$ cat src/design/sma_pkg.sv
`default_nettype none

package sma_pkg;

  localparam int PRICE_W        = 32;
  localparam int LEN_W          = 7;
  localparam int WINDOW_MAX_DEF = 64;

  typedef struct packed {
    logic start;
    logic neg;
  } sma_div_req_t;

endpackage

`default_nettype wire

$ cat src/design/simple_moving_average.sv
// Moving average of signed Q16.16 samples over the last window_len samples
// (1 to WINDOW_MAX; zero acts as one, larger values saturate). A sample whose
// tuser bit is set starts a new series, and a write of window_len also empties
// the window. No mean is produced until the window holds window_len samples
// of the current series; each sample after that yields one mean, truncated
// toward zero. A sample that yields no mean passes through the summing state
// only. A sample that yields a mean then goes through the load, divide and
// finish states; the divide state lasts until the bit-serial divider, which
// produces one quotient bit per cycle, is done. A finished mean waits in
// the output register while the next sample is taken in. The window_len
// port is ready only while the block is idle.
`default_nettype none

module simple_moving_average #(
  parameter int WINDOW_MAX = sma_pkg::WINDOW_MAX_DEF
) (
  input  wire logic                          clk,
  input  wire logic                          rst_n,
  input  wire logic                          in_tvalid,
  output logic                               in_tready,
  input  wire logic [sma_pkg::PRICE_W-1:0]   in_tdata,  // price
  input  wire logic                          in_tuser,  // series_start
  output logic                               out_tvalid,
  input  wire logic                          out_tready,
  output logic      [sma_pkg::PRICE_W-1:0]   out_tdata, // mean
  input  wire logic                          cfg_valid,
  output logic                               cfg_ready,
  input  wire logic [sma_pkg::LEN_W-1:0]     cfg_data   // window_len
);
  import sma_pkg::*;

  localparam int PTR_W = (WINDOW_MAX > 1) ? $clog2(WINDOW_MAX) : 1;
  localparam int SUM_W = PRICE_W + $clog2(WINDOW_MAX);
  localparam int CW    = ((PTR_W > LEN_W) ? PTR_W : LEN_W) + 1;

  localparam logic [2:0] S_IDLE = 3'd0;
  localparam logic [2:0] S_SUM  = 3'd1;
  localparam logic [2:0] S_LOAD = 3'd2;
  localparam logic [2:0] S_DIV  = 3'd3;
  localparam logic [2:0] S_FIN  = 3'd4;

  logic [2:0]                state_r, state_nxt;
  logic [LEN_W-1:0]          len_r, len_nxt;
  logic [LEN_W-1:0]          fill_r, fill_nxt;
  logic [PTR_W-1:0]          ws_r, ws_nxt;
  logic signed [SUM_W-1:0]   sum_r, sum_nxt;
  logic                      out_tvalid_r, out_tvalid_nxt;
  logic [PRICE_W-1:0]        out_tdata_r, out_tdata_nxt;
  logic signed [PRICE_W-1:0] price_r, price_nxt;
  logic                      need_sub_r, need_sub_nxt;

  logic                      in_acc;
  logic                      cfg_acc;
  logic [PTR_W-1:0]          ws_eff;
  logic [LEN_W-1:0]          fill_eff;
  logic [CW-1:0]             ws_ext;
  logic [CW-1:0]             len_ext;
  logic [CW-1:0]             old_calc;
  logic [PTR_W-1:0]          rd_addr;
  logic [PRICE_W-1:0]        rd_data;
  logic                      wr_en;
  logic signed [PRICE_W:0]   delta;
  logic [PRICE_W-1:0]        sub_val;
  logic [LEN_W-1:0]          fill_inc;
  logic [SUM_W-1:0]          sum_mag;
  sma_div_req_t              div_req;
  logic                      div_done;
  logic [PRICE_W-1:0]        div_q;

  // A pending configuration transaction takes precedence over a sample.
  assign in_tready  = (state_r == S_IDLE) && !cfg_valid;
  assign cfg_ready  = (state_r == S_IDLE);
  assign in_acc     = in_tvalid && in_tready;
  assign cfg_acc    = cfg_valid && cfg_ready;
  assign out_tvalid = out_tvalid_r;
  assign out_tdata  = out_tdata_r;

  assign ws_eff   = in_tuser ? '0 : ws_r;
  assign fill_eff = in_tuser ? '0 : fill_r;
  assign ws_ext   = CW'(ws_eff);
  assign len_ext  = CW'(len_r);
  assign old_calc = (ws_ext >= len_ext) ? (ws_ext - len_ext)
                                        : (ws_ext + CW'(WINDOW_MAX) - len_ext);
  assign rd_addr  = old_calc[PTR_W-1:0];

  assign sub_val  = need_sub_r ? rd_data : '0;
  assign delta    = (PRICE_W+1)'(price_r) - (PRICE_W+1)'($signed(sub_val));
  assign fill_inc = (fill_r < len_r) ? (fill_r + 1'b1) : fill_r;
  assign sum_mag  = sum_r[SUM_W-1] ? SUM_W'(0 - sum_r) : SUM_W'(sum_r);
  assign wr_en    = (state_r == S_SUM);

  always_comb begin
    state_nxt      = state_r;
    len_nxt        = len_r;
    fill_nxt       = fill_r;
    ws_nxt         = ws_r;
    sum_nxt        = sum_r;
    out_tvalid_nxt = out_tvalid_r;
    out_tdata_nxt  = out_tdata_r;
    price_nxt      = price_r;
    need_sub_nxt   = need_sub_r;
    div_req.start  = 1'b0;
    div_req.neg    = sum_r[SUM_W-1];

    if (out_tvalid_r && out_tready) begin
      out_tvalid_nxt = 1'b0;
    end

    case (state_r)
      S_IDLE: begin
        if (in_acc) begin
          price_nxt    = $signed(in_tdata);
          need_sub_nxt = (fill_eff >= len_r);
          if (in_tuser) begin
            sum_nxt  = '0;
            fill_nxt = '0;
            ws_nxt   = '0;
          end
          state_nxt = S_SUM;
        end
      end
      S_SUM: begin
        sum_nxt  = sum_r + SUM_W'(delta);
        fill_nxt = fill_inc;
        ws_nxt   = (ws_r == PTR_W'(WINDOW_MAX - 1)) ? '0 : (ws_r + 1'b1);
        state_nxt = (fill_inc == len_r) ? S_LOAD : S_IDLE;
      end
      S_LOAD: begin
        div_req.start = 1'b1;
        state_nxt     = S_DIV;
      end
      S_DIV: begin
        if (div_done) begin
          state_nxt = S_FIN;
        end
      end
      S_FIN: begin
        if (!out_tvalid_r || out_tready) begin
          out_tvalid_nxt = 1'b1;
          out_tdata_nxt  = div_q;
          state_nxt      = S_IDLE;
        end
      end
      default: begin
        state_nxt = S_IDLE;
      end
    endcase

    if (cfg_acc) begin
      if (cfg_data == '0) begin
        len_nxt = LEN_W'(1);
      end else if (32'(cfg_data) > WINDOW_MAX) begin
        len_nxt = LEN_W'(WINDOW_MAX);
      end else begin
        len_nxt = cfg_data;
      end
      sum_nxt  = '0;
      fill_nxt = '0;
      ws_nxt   = '0;
    end
  end

  always_ff @(posedge clk) begin
    if (!rst_n) begin
      state_r      <= S_IDLE;
      len_r        <= LEN_W'(1);
      fill_r       <= '0;
      ws_r         <= '0;
      sum_r        <= '0;
      out_tvalid_r <= 1'b0;
    end else begin
      state_r      <= state_nxt;
      len_r        <= len_nxt;
      fill_r       <= fill_nxt;
      ws_r         <= ws_nxt;
      sum_r        <= sum_nxt;
      out_tvalid_r <= out_tvalid_nxt;
    end
  end

  always_ff @(posedge clk) begin
    out_tdata_r <= out_tdata_nxt;
    price_r     <= price_nxt;
    need_sub_r  <= need_sub_nxt;
  end

  sma_ring #(
    .DEPTH (WINDOW_MAX),
    .PTR_W (PTR_W)
  ) u_ring (
    .clk     (clk),
    .wr_en   (wr_en),
    .wr_addr (ws_r),
    .wr_data (price_r),
    .rd_en   (in_acc),
    .rd_addr (rd_addr),
    .rd_data (rd_data)
  );

  sma_div #(
    .SUM_W (SUM_W)
  ) u_div (
    .clk      (clk),
    .rst_n    (rst_n),
    .req      (div_req),
    .dividend (sum_mag),
    .divisor  (len_r),
    .done     (div_done),
    .quotient (div_q)
  );

  a_fill_bounded: assert property (@(posedge clk) disable iff (!rst_n)
    fill_r <= len_r)
    else $error("Fill count exceeds the window length.");

  a_done_in_div: assert property (@(posedge clk) disable iff (!rst_n)
    div_done |-> (state_r == S_DIV))
    else $error("Divider finished outside the divide state.");

  a_cfg_clears: assert property (@(posedge clk) disable iff (!rst_n)
    cfg_acc |=> (fill_r == '0) && (sum_r == '0) && (ws_r == '0))
    else $error("Window not emptied after a configuration transaction.");

  a_out_from_fin: assert property (@(posedge clk) disable iff (!rst_n)
    $rose(out_tvalid_r) |-> ($past(state_r) == S_FIN))
    else $error("Output became valid without a finished division.");

endmodule

`default_nettype wire

$ cat src/design/sma_ring.sv
`default_nettype none

module sma_ring #(
  parameter int DEPTH = sma_pkg::WINDOW_MAX_DEF,
  parameter int PTR_W = 6
) (
  input  wire logic                          clk,
  input  wire logic                          wr_en,
  input  wire logic [PTR_W-1:0]              wr_addr,
  input  wire logic [sma_pkg::PRICE_W-1:0]   wr_data,
  input  wire logic                          rd_en,
  input  wire logic [PTR_W-1:0]              rd_addr,
  output logic      [sma_pkg::PRICE_W-1:0]   rd_data
);
  import sma_pkg::*;

  logic [PRICE_W-1:0] mem [DEPTH];
  logic [PRICE_W-1:0] rd_data_r;

  always_ff @(posedge clk) begin
    if (wr_en) begin
      mem[wr_addr] <= wr_data;
    end
  end

  always_ff @(posedge clk) begin
    if (rd_en) begin
      rd_data_r <= mem[rd_addr];
    end
  end

  assign rd_data = rd_data_r;

endmodule

`default_nettype wire

$ cat src/design/sma_div.sv
`default_nettype none

module sma_div #(
  parameter int SUM_W = 38
) (
  input  wire logic                         clk,
  input  wire logic                         rst_n,
  input  wire sma_pkg::sma_div_req_t        req,
  input  wire logic [SUM_W-1:0]             dividend,
  input  wire logic [sma_pkg::LEN_W-1:0]    divisor,
  output logic                              done,
  output logic      [sma_pkg::PRICE_W-1:0]  quotient
);
  import sma_pkg::*;

  localparam int CNT_W = (SUM_W > 1) ? $clog2(SUM_W) : 1;

  logic [SUM_W-1:0] quo_r, quo_nxt;
  logic [LEN_W-1:0] rem_r, rem_nxt;
  logic [LEN_W-1:0] dvs_r, dvs_nxt;
  logic [CNT_W-1:0] cnt_r, cnt_nxt;
  logic             busy_r, busy_nxt;
  logic             done_r, done_nxt;
  logic             neg_r, neg_nxt;
  logic [LEN_W:0]   trial;
  logic [LEN_W:0]   diff;
  logic             fits;
  logic [PRICE_W-1:0] q_low;

  // One quotient bit per cycle: restoring division of the magnitude.
  always_comb begin
    quo_nxt  = quo_r;
    rem_nxt  = rem_r;
    dvs_nxt  = dvs_r;
    cnt_nxt  = cnt_r;
    busy_nxt = busy_r;
    neg_nxt  = neg_r;
    done_nxt = 1'b0;
    trial    = {rem_r, quo_r[SUM_W-1]};
    diff     = trial - {1'b0, dvs_r};
    fits     = (trial >= {1'b0, dvs_r});
    if (req.start) begin
      quo_nxt  = dividend;
      rem_nxt  = '0;
      dvs_nxt  = divisor;
      cnt_nxt  = '0;
      busy_nxt = 1'b1;
      neg_nxt  = req.neg;
    end else if (busy_r) begin
      quo_nxt = {quo_r[SUM_W-2:0], fits};
      rem_nxt = fits ? diff[LEN_W-1:0] : trial[LEN_W-1:0];
      cnt_nxt = cnt_r + 1'b1;
      if (cnt_r == CNT_W'(SUM_W - 1)) begin
        busy_nxt = 1'b0;
        done_nxt = 1'b1;
      end
    end
  end

  always_ff @(posedge clk) begin
    if (!rst_n) begin
      busy_r <= 1'b0;
      done_r <= 1'b0;
      cnt_r  <= '0;
    end else begin
      busy_r <= busy_nxt;
      done_r <= done_nxt;
      cnt_r  <= cnt_nxt;
    end
  end

  always_ff @(posedge clk) begin
    quo_r <= quo_nxt;
    rem_r <= rem_nxt;
    dvs_r <= dvs_nxt;
    neg_r <= neg_nxt;
  end

  assign q_low    = quo_r[PRICE_W-1:0];
  assign quotient = neg_r ? (~q_low + 1'b1) : q_low;
  assign done     = done_r;

endmodule

`default_nettype wire

$ cat config.mk
export PLATFORM = sky130hd
export DESIGN_NAME = simple_moving_average
export DESIGN_NICKNAME = d
export VERILOG_FILES = /design/src/design/sma_pkg.sv /design/src/design/simple_moving_average.sv /design/src/design/sma_ring.sv /design/src/design/sma_div.sv
export SDC_FILE = /design/constraint.sdc
export NUM_CORES = 2
export LEC_CHECK = 0
export BUFFER_PORTS_ARGS = -buffer_cell sky130_fd_sc_hd__buf_2
export CAP_MARGIN = 20
export CORE_MARGIN = 5
export CORE_UTILIZATION = 45
export DETAILED_ROUTE_END_ITERATION = 12
export GPL_TIMING_DRIVEN = 0
export HOLD_SLACK_MARGIN = 0.15
export MAX_ROUTING_LAYER = met4
export PLACE_DENSITY_LB_ADDON = 0.1
export REMOVE_ABC_BUFFERS = 1
export SYNTH_ARGS = -nofsm -noshare
export SYNTH_HDL_FRONTEND = slang
export SYNTH_SLANG_ARGS = --single-unit
$ cat constraint.sdc
create_clock -name clk -period 7.8 [get_ports clk]
set_clock_uncertainty 0.2 [all_clocks]
set_input_delay 1.56 -clock clk [delete_from_list [all_inputs] [get_ports clk]]
set_output_delay 1.56 -clock clk [all_outputs]
set_load 0.005 [all_outputs]
### Word-level counts from Yosys, hierarchy flattened

Memories as Yosys holds them, arrays and structs flattened. A register that Yosys moved wholly into a read port is not among the register bits.
Cells that the tools add are included.

* memories kept: 1
* logic and storage cells: 101
* output and inout bits: 35
* input port bits: 45
* RAM bits: 2048
* register bits: 188

* reductions and logical operators: 19
* order comparisons: 5
* add/sub/neg operators: 11
* eq/ne operators: 11
* bitwise logic cells: 3
* mux-type cells: 35

Memory list
* u_ring.mem: words 64, bits a word 32, read ports 1, clocked after Yosys merged registers in 1, wr ports 1, RTL line sma_ring.sv:17 `logic [PRICE_W-1:0] mem [DEPTH];`

Operators by type and width (count)
* $mux W38: 5
* $pmux W38 S2: 1
* $mux W32: 2
* $mux W7: 6
* $add A38 B33 Y38: 1
* $sub A1 B38 Y38 const A: 1
* $sub A32 B32 Y33: 1
* $add A32 B1 Y32 const B: 1
* $not A32 Y32: 1
* $mux W6: 4
* $add A6 B1 Y6 const B: 3
* $pmux W3 S5: 1
* $pmux W7 S2: 1
* $eq A6 B6 Y1 const B: 2
* $pmux W6 S2: 1
* $sub A6 B6 Y6: 2
* $mux W1: 10
* $mux W3: 3
* $ge A8 B7 Y1: 1
* $add A7 B1 Y7 const B: 1
* $eq A7 B7 Y1: 1
* $ge A6 B7 Y1: 1
* $ge A7 B7 Y1: 1
* $gt A7 B7 Y1 const B: 1
* 19 further kinds: 32

### Logic depth before layout (Yosys ltp)

* depth in word-level cells: 5
* mapped depth: 15
* depth with buffers taken out: 15

### Cells and area by module

From an unflattened synthesis, not the netlist that was laid out.

* cell total of the unflattened synthesis: 4657
* area, all modules: 91447.7 µm²

By module, submodules not included
* sma_ring: times used 1, cells an instance 3324, area an instance 78835.6 µm², seq. area each 62459.9 µm²
* simple_moving_average: times used 1, cells an instance 1023, area an instance 9113.7 µm², seq. area each 3193.1 µm²
* sma_div: times used 1, cells an instance 310, area an instance 3498.4 µm², seq. area each 1681.6 µm²

### Worst setup path after synthesis

OpenSTA, ideal clock, no wires.

* kind: input -> register
* start point: in in_tuser
* end point: reg u_ring.rd_data_r[10], in the netlist u_ring.rd_data[10] (read register of u_ring.mem) (data pin)
* buffers on the path: 4
* library setup time: 270 ps
* stages on the path: 12
* slack: 2381 ps
* arrival: 4948 ps
* data required time: 7330 ps
* cells stage by stage: clkbuf_1 -> nand2b_1 -> ha_1 -> inv_1 -> fa_1 -> xnor2_1 -> buf_1 -> clkbuf_1 -> buf_1 -> mux4_2 -> mux2i_1 -> a21oi_1

* longest elaborated chain between the ends: 4
* elaborated cells between the ends (all ways): 6
* classes of those cells: 3 x add/sub; 1 x order compare; 2 x mux

Ends and longest elaborated chain
* from (decl): RTL line simple_moving_average.sv:22 `input wire logic in_tuser,`
* $mux W6 *
* $add A6 B1 Y6: RTL line simple_moving_average.sv:83 `: (ws_ext + CW'(WINDOW_MAX) - len_ext);`
* $sub A6 B6 Y6: RTL line simple_moving_average.sv:83
* $mux W6 *: RTL line simple_moving_average.sv:82 `assign old_calc = (ws_ext >= len_ext) ? (ws_ext - len_ext)`
* to (decl): RTL line sma_ring.sv:18 `logic [PRICE_W-1:0] rd_data_r;`

Every way passes the cells marked *; elsewhere a longest branch is shown, timed or not.
A chain may end at the register's enable or synchronous reset.

### Final worst setup path

* start point: in in_tuser
* end point: reg u_ring.rd_data_r[9], in the netlist u_ring.rd_data[9] (read register of u_ring.mem) (data pin)

Same word-level chain as after synthesis.

==> impl_metrics.csv <==
group,metric,value,unit
power_and_ir_drop,power_leakage,0.0344,uW
sta,min_period_over_period,0.886,
clock_network,cts-htree-levels,4,
clock_network,tritoncts,"done",
global_routing,track_usage,0.230,
place,gp_congestion,0.810,
sta,finalMaxSlewViolations,0,
sta,setup_viol,0,
worst_hold_path,worstHoldStart,"sum_r[31]",
floorplanning,num_io_pins,80,
synthesis,ys_ff_latch,2268,
sta,fin_crit,6910,ps
outcome,status,"finished clean",
clock_network,path_clk_slew,60,ps
sta,timing.hold.ws,256,ps
global_routing,grt_overflow,0,
route,wl_per_cell,30.7,um
place,dp_hpwl,155000,um
power_and_ir_drop,ir_drop,253,uV
worst_setup_path,worstSetupPathType,"in -> reg",
worst_setup_path,required,8110,ps
final_layout,fin_nets,4951,
synthesis,synth_edf_count,2191,
global_routing,antenna_found_initial,7,
final_layout,final_layout_size_suffix_gt1_frac,0.269,
synthesis,synth.most_common_cell,"edfxtp_1",
worst_setup_path,startpoint_type,"primary input",
route,ant_nets,0,
route,vias,44400,
clock_network,cts_made_buffers,227,
synthesis,syn_avg_cell_area,20.4,um^2
clock_network,insertion_delay,850,ps
route,firstDrtPassIters,7,
synthesis,netlist_area,0.0912,mm^2
clock_network,cts.repair.resized,0,
power_and_ir_drop,power,29100,uW
floorplanning,core-area,0.202,mm^2
global_routing,grt_pass1_vias,45100,
synthesis,synth_top_area_frac,0.721,
synthesis,ys_types,59,
place,numPortBuffers,79,
floorplanning,die_area,0.212,mm^2
final_layout,area_growth,17.4,%
route,route.detailed.drc,0,
clock_network,postCtsSetupRepairBufs,0,
floorplanning,num_rows,165,
sta,fmax,145,MHz
worst_setup_path,cp_max_fo,54,
sta,slew_headroom,0.124,
sta,fin_tns_setup,0,ps
synthesis,synth_warnings,0,
worst_setup_path,r2r_start,"ws_r[0]",
sta,hold_viol,0,
power_and_ir_drop,p_per_area,272,mW/mm^2
worst_setup_path,worstPathArrival,7210,ps
route,via_per_inst,5.79,
synthesis,synthArstFlopShare,0,
clock_network,root_buffer,"clkbuf_16",
clock_network,cts_sinks,2268,
worst_setup_path,cp-end-kind,"flop",
worst_setup_path,startpoint,"in_tuser",
route,drt-initial-drc-count,4505,
clock_network,cts-hold-fix-buffers,0,
sta,worst_pin_slew,1310,ps
synthesis,yosysTopAreaCell,"edfxtp_1",
global_routing,grt_max_degree,63,
worst_hold_path,hold_class,"reg -> reg",
floorplanning,die_w,460,um
floorplanning,start_util,0.452,
synthesis,yosysSeqAreaShare,0.738,
synthesis,synthTopCellsByCount,"edfxtp_1 (2,191), mux4_2 (640), inv_1 (174)",
clock_network,cts.path.max_buffers,3,
flow_run,maxCapViolCount,0,
global_routing,grt_first_pass_wirelength,336000,um
synthesis,synth_flop_cell,"edfxtp_1",
route,drt_wl_total,235000,um
floorplanning,fp.dieH,460,um
synthesis,postSynthCellCount,4462,
synthesis,synthTopCellsByArea,"edfxtp_1 (72%), mux4_2 (16%), dfxtp_1 (1.7%)",
sta,rsz0062_at_grt,"no",
[path summary, 6_finish.rpt]
path / end / slack [ps] / cells past startpoint
hold reg to reg: sum_r[31] / 260 / 2
setup / recovery: u_ring.rd_data[9] / 890 / 15
setup reg to reg: u_ring.rd_data[13] / 1340 / 12
hold / removal: sum_r[31] / 260 / 2
[through the flow]
step	instances	setup slack, ps	util	area (um^2)
5_1_grt	7667	867	0.530	107000
3_5_place_dp	7229	107	0.495	99900
6_report	7671	892	0.530	107000
3_3_place_gp	7002	-27350	0.466	94100
2_1_floorplan	4251	-15200	-	90400
4_1_cts	7652	1040	0.530	107000
[metal layers]
metal / wire [um] / global-route usage
met3: 13400 / 0.0392
met4: 5230 / 0.0530
met1: 98100 / 0.306
met5: 0 / -
met2: 119000 / 0.377
[where the power goes]
group	total, uW	switching (uW)	internal, uW
logic	5020	2780	2240
registers	13700	146	13500
clock network	10400	4590	5810
total	29100	7520	21600
[cells in the final DEF, fill, tap and decap left out, drive strengths merged, types with 9 or more instances in the layout]
cell type and count:
edfxtp 2191, mux4 640, clkbuf 308, buf 306
inv 177, nor2 141, nand2 131, a21oi 119
o21ai 113, clkinv 111, xnor2 99, dfxtp 77
ha 69, nor2b 66, mux2i 41, fa 39
a211oi 38, and2 34, nand3 25, o31ai 23
a21o 23, xor2 22, nor3 20, or3 16
nand4 15, a22oi 15, or4 13, nand2b 12
bufinv 11, and3 11, nor3b 9
[logic make-up (layout without fill, tap and decap cells)]
| family | Yosys count | in the layout | share of synthesized area |
|---|---|---|---|
| and+or+nand+nor | 510 | 510 | 0.0277 |
| muxes | 683 | 683 | 0.163 |
| DFF | 2268 | 2268 | 0.738 |
| other | 0 | 7 | 0 |
| AOI/OAI and AO/OA | 387 | 387 | 0.0258 |
| adders and majority gates | 108 | 108 | 0.0180 |
| xor gates and xnor gates | 121 | 121 | 0.0116 |
| buffers and inverters | 385 | 915 | 0.0158 |
[registers in the layout, indices dropped and copies added (netlist names)]
name	flops
u_ring.mem	2048
sum_r	38
u_div.quo_r	38
out_tdata	32
price_r	32
u_ring.rd_data	32
fill_r	7
len_r	7
u_div.dvs_r	7
u_div.rem_r	7
u_div.cnt_r	6
ws_r	6
state_r	3
need_sub_r	1
out_tvalid	1
u_div.busy_r	1
u_div.done	1
u_div.neg_r	1
[worst max-delay path, cell delays in order]
cell	delay, ps
buf_2	290
nand2b_1	210
ha_4	140
inv_1	60
fa_4	1020
buf_16	330
buf_16	280
buf_12	260
buf_16	270
buf_16	310
mux4_2	370
mux4_2	510
nor2b_1	150
a211oi_1	940
a21oi_1	300
[final cells by class]
cell class | instances | area, um^2
clock buffer | 296 | 6070
fill | 15700 | 94900
tap | 2672 | 3340
clock inverter | 127 | 936
timing repair buffer | 318 | 5720
antenna | 7 | 17.5
multi-input combinational | 1809 | 23000
inverter | 174 | 653
sequential | 2268 | 67300
Power figures use the tool's default switching activity.
